--- config.mk ---
export PLATFORM = sky130hd
export DESIGN_NAME = rna_divider
export DESIGN_NICKNAME = d
export VERILOG_FILES = /design/src/hw/rtl/rational_number_alu_core_assert.svh /design/src/hw/rtl/rna_pkg.sv /design/src/hw/rtl/rna_divider.sv
export SDC_FILE = /design/constraint.sdc
export NUM_CORES = 1
export LEC_CHECK = 0
export ABC_AREA = 1
export CAP_MARGIN = 20
export CORE_ASPECT_RATIO = 0.9
export CORE_MARGIN = 3
export CORE_UTILIZATION = 45
export CTS_CLUSTER_SIZE = 12
export DETAILED_ROUTE_END_ITERATION = 10
export DONT_BUFFER_PORTS = 1
export GPL_TIMING_DRIVEN = 0
export PLACE_DENSITY_LB_ADDON = 0.3
export REMOVE_ABC_BUFFERS = 1
export SYNTH_ARGS = -nofsm -noshare
export SYNTH_HDL_FRONTEND = slang
export SYNTH_SLANG_ARGS = --single-unit
--- constraint.sdc ---
create_clock -name clk -period 7.75 [get_ports clk]
set_clock_uncertainty 0.2 [all_clocks]
set_input_delay 1.1625 -clock clk [delete_from_list [all_inputs] [get_ports clk]]
set_output_delay 1.1625 -clock clk [all_outputs]
set_load 0.01 [all_outputs]
--- src/hw/rtl/rational_number_alu_core_assert.svh ---
// Assertion macros used by the rational ALU core.
`ifndef RATIONAL_NUMBER_ALU_CORE_ASSERT_SVH
`define RATIONAL_NUMBER_ALU_CORE_ASSERT_SVH

// Plain property checked on every rising clock edge outside of reset.
`define RNA_ASSERT(label, clk, rst_n, prop, msg) \
	label: assert property (@(posedge clk) disable iff (!rst_n) (prop)) else $error(msg);

// Implication whose consequent is checked on the next clock edge.
`define RNA_ASSERT_NEXT(label, clk, rst_n, ante, cons, msg) \
	label: assert property (@(posedge clk) disable iff (!rst_n) (ante) |=> (cons)) \
		else $error(msg);

`endif

--- src/hw/rtl/rna_pkg.sv ---
`default_nettype none
package rna_pkg;
	localparam int WordBits = 32;
	localparam int DenBits  = WordBits - 1;
	localparam int WideBits = 2 * WordBits;
	localparam int CntBits  = 7;

	typedef enum logic [2:0] {
		CMD_ADD = 3'd0,
		CMD_SUB = 3'd1,
		CMD_MUL = 3'd2,
		CMD_DIV = 3'd3,
		CMD_NEG = 3'd4,
		CMD_CMP = 3'd5
	} cmd_e;

	typedef enum logic [1:0] {
		ST_OK       = 2'd0,
		ST_DIVZERO  = 2'd1,
		ST_OVERFLOW = 2'd2
	} status_e;

	typedef enum logic [3:0] {
		S_IDLE,
		S_MUL1,
		S_MUL2,
		S_MUL3,
		S_PREP,
		S_LOAD,
		S_GCD,
		S_GCD_STEP,
		S_DIVN,
		S_DIVD,
		S_DONE
	} state_t;

	typedef struct packed {
		logic [WideBits-1:0] dividend;
		logic [WideBits-1:0] divisor;
	} div_req_t;
endpackage
`default_nettype wire

--- src/hw/rtl/rna_divider.sv ---
`default_nettype none
module rna_divider (
	input  wire logic                     clk,
	input  wire logic                     arst_n,
	input  wire logic                     start,
	input  wire rna_pkg::div_req_t        req,
	output logic                          busy,
	output logic                          done,
	output logic [rna_pkg::WideBits-1:0]  quot,
	output logic [rna_pkg::WideBits-1:0]  rem
);
	import rna_pkg::*;

	logic [WideBits-1:0] div_q;
	logic [WideBits:0]   trial;
	logic [CntBits-1:0]  cnt_q;
	logic                busy_q;
	logic                done_q;

	assign trial = {rem, quot[WideBits-1]} - {1'b0, div_q};

	always_ff @(posedge clk or negedge arst_n) begin
		if (!arst_n) begin
			busy_q <= 1'b0;
			done_q <= 1'b0;
			cnt_q  <= '0;
		end else begin
			done_q <= 1'b0;
			if (start) begin
				busy_q <= 1'b1;
				cnt_q  <= '0;
			end else if (busy_q) begin
				cnt_q <= cnt_q + 1'b1;
				if (cnt_q == CntBits'(WideBits - 1)) begin
					busy_q <= 1'b0;
					done_q <= 1'b1;
				end
			end
		end
	end

	always_ff @(posedge clk) begin
		if (start) begin
			quot  <= req.dividend;
			rem   <= '0;
			div_q <= req.divisor;
		end else if (busy_q) begin
			if (!trial[WideBits]) begin
				rem  <= trial[WideBits-1:0];
				quot <= {quot[WideBits-2:0], 1'b1};
			end else begin
				rem  <= {rem[WideBits-2:0], quot[WideBits-1]};
				quot <= {quot[WideBits-2:0], 1'b0};
			end
		end
	end

	assign busy = busy_q;
	assign done = done_q;
endmodule
`default_nettype wire

==> results_dict.tcl <==
set metrics [dict create \
    period_needed_ns 3.84 \
    gp_congestion 0.975 \
    synthDistinctLibCells 34 \
    cts_root_buf "clkbuf_16" \
    fin_area_um2 16100 \
    p_per_area_nw_per_um2 165 \
    syn_area_per_cell_um2 6.48 \
    synth_cells 2302 \
    cp-end-kind "register" \
    drtPass1Iterations 5 \
    sw_frac_of_total_pct 25.0 \
    numCtsBuffers 23 \
    cts.clk_slew.worst_paths_ns 0.06 \
    slew_headroom_pct 40.8 \
    die_w_um 198 \
    drtIter0Drc 879 \
    layout.nets 2487 \
    cp_data_arrival_time_ns 4.08 \
    htreeDepth 1 \
    core_area_um2 32300 \
    rsz0062_at_grt "no" \
    clockBufferDepth 3 \
    fmax_ghz 0.260 \
    insertion_delay_ns 0.54 \
    grt_start_max_net_pins 135 \
    timing_hold_violations_final 0 \
    rows 62 \
    postCtsSetupRepairBufs 0 \
    path_cells "inv_1 > ha_1 > fa_1 > inv_1 > nand2_1 > nand2_1 > nand3_1 > nand2_2 > nand2_2 > nand2_2 > nand2_1 > nand2_2 > nand2_2 > nand2_2 > nand2_1 > nand2_4 > buf_16 > nand2_1 > nand3_1 > nand2_1" \
    crit_family "simple AND/OR/NAND/NOR gates" \
    drtAntennaViolNets 0 \
    ys.warnings.count 0 \
    io_buffers 0 \
    ir_worst_vdd_mv 0.161 \
    io_pins 261 \
    p_switching_w 0.000666 \
    routed-via-count 13400 \
    overflow 0 \
    antenna_found_initial 5 \
    tightestPinTransition_ns 0.885 \
    pwr-share-comb_pct 8.8 \
    die_h_um 179 \
    worstPathMaxFanout 36 \
    p_leak_nw 8.97 \
    outcome "finished, final reports clean" \
    dieArea_um2 35400 \
    syn-cell-area_um2 14900 \
    grt.total_usage_pct 25.2 \
    cp_num_buf_inv 3 \
    slew_violations 0 \
    avgViaCountPerCell 4.93 \
    crit_required_ns 7.99 \
    cpMaxStageDelayCell "nand2_4" \
    min_path_type "primary input to asynchronous set/reset pin" \
    dp_hpwl_mm 36.8 \
    wl_mm 45.2 \
    power.internal_w 0.00200 \
    cts_resized 0 \
    grt_pass1_wl_mm 68.9 \
    fin_ws_ns 3.91 \
    setup_viol 0 \
    clkSinkCount 201 \
    drv_cap 0 \
    preCtsSetupSlack_ns 3.98 \
    syn2layout_area_growth_pct 8.10 \
    drc_errors 0 \
    p_seq_share_pct 47.5 \
    netlist_top_cells_area "nand2_1 27%, edfxtp_1 26%, inv_1 12%" \
    start_util_pct 46.2 \
    synth_top_area_cell "nand2_1" \
    grt_pass1_vias 12500 \
    place_area_um2 15300 \
    crit_type "register to register" \
    diodes 0 \
    routedWlPerCell_um 16.6 \
    cp-start-kind "register" \
    yosys_register_bits 201 \
    cp_slowest_stage_delay_ns 0.53 \
    ys_seq_area_share_pct 35.9 \
    synth_top_area_share_pct 26.6 \
    fillCellCount 3350 \
    drive_gt1_share_pct 6.24 \
    clockPowerShare_pct 43.7 \
    cts_tree "built" \
    hold_buffers 0 \
    period_share_pct 49.6 \
]
==> power by group through the flow <==
stage	Clock (W)	Combinational, W	Sequential, W
2_1_floorplan	0	0.000173	0.00127
3_3_place_gp	0	0.000228	0.00129
3_5_place_dp	0	0.000235	0.00129
4_1_cts	0.00120	0.000234	0.00127
5_1_grt	0.00124	0.000267	0.00127
6_report	0.00116	0.000236	0.00127
==> final cells by class <==
type / instances / area [µm²] / share of cell area (%)
Multi-Input combinational cell: 1551 / 7410 / 46.0
Sequential cell: 201 / 5350 / 33.2
Inverter: 507 / 1900 / 11.8
Clock buffer: 34 / 647 / 4.01
Tap cell: 416 / 520 / 3.23
Clock inverter: 8 / 159 / 0.986
Timing Repair Buffer: 6 / 128 / 0.792
==> layer usage <==
metal  part of all wire, %  global-route usage [%]  up-vias
li1                      -                       -     6825
met3                   9.2                    6.71       78
met1                    45                    34.0     6043
met4                   2.9                    6.84        8
met5                  0.12                       0        -
met2                    43                    40.1      483
==> worst paths after layout <==
path,to,startpoint,depth (start not counted),slack (ns)
min,cnt_q[5]$_DFFE_PN0P_,arst_n,0,0.12
max,rem[24]$_SDFFE_PP0P_,quot[63]$_DFFE_PP_,20,3.91
max reg2reg,rem[24]$_SDFFE_PP0P_,quot[63]$_DFFE_PP_,20,3.91
max in group asynchronous,cnt_q[0]$_DFFE_PN0P_,arst_n,0,7.16
min in group clk,done$_DFF_PN0_,cnt_q[6]$_DFFE_PN0P_,1,0.26
min reg2reg,done$_DFF_PN0_,cnt_q[6]$_DFFE_PN0P_,1,0.26
==> cell families (layout without fill, tap and decap cells) <==
logic type | count (synthesis) | in the layout | share of synthesized area (%)
adder cells (fa/ha/maj) | 66 | 66 | 5.59
AND/OR/NAND/NOR | 1383 | 1383 | 39.6
AO/OA/AOI/OAI | 71 | 71 | 2.51
buffers and inverters | 550 | 555 | 14.6
flip-flops | 201 | 201 | 35.9
XOR/XNOR | 31 | 31 | 1.82
==> layout by cell type, fill, tap and decap left out, types with 10 or more instances in the layout <==
cell	instances
nor3_1	12
nand3_2	31
inv_2	10
edfxtp_1	128
nand4_1	10
xnor2_1	26
ha_1	65
nor2_1	107
o21ai_0	15
nand2_2	15
dfxtp_1	64
inv_1	494
nand2_4	31
clkbuf_16	23
a21oi_1	49
nand2_1	1056
nand3_1	95
==> sequential cells by signal, indices dropped and copies added, names as in the netlist <==
signal  count
cnt_q       7
quot       64
rem        64
div_q      64
busy        1
done        1
==> worst register-to-register path: cells and delay by family (launching register included) <==
kind / cells / cell delay (ns)
adder cells (fa/ha/maj): 2 / 0.67
AND/OR/NAND/NOR: 15 / 1.92
buffers and inverters: 3 / 0.57
flip-flops: 1 / 0.40
==> synth_stat cells, drive strengths merged <==
cell type / n
buf: 21
nor3: 12
nor4: 4
o21bai: 3
dfrtp: 9
o21ai: 16
a21oi: 52
nand2: 1102
edfxtp: 128
fa: 1
inv: 504
and3: 2
xor2: 5
dfxtp: 64
nor2: 119
clkinv: 3
nand3: 126
clkbuf: 22
ha: 65
xnor2: 26
nand4: 10
nand3b: 8
==> metrics by stage <==
step / cells / hold WS [ns] / setup TNS [ns] / total power, W / utilization, %
floorplan: 2259 / 0.224 / 0 / 0.00144 / -
global placement: 2675 / 0.240 / -86.70 / 0.00151 / 47.0
detailed placement: 2681 / 0.248 / 0 / 0.00152 / 47.4
CTS: 2723 / 0.0915 / 0 / 0.00270 / 49.9
global route: 2723 / 0.0883 / 0 / 0.00277 / 49.9
finish: 2723 / 0.118 / 0 / 0.00267 / 49.9
No activity file was read; power rests on OpenSTA's default activity.
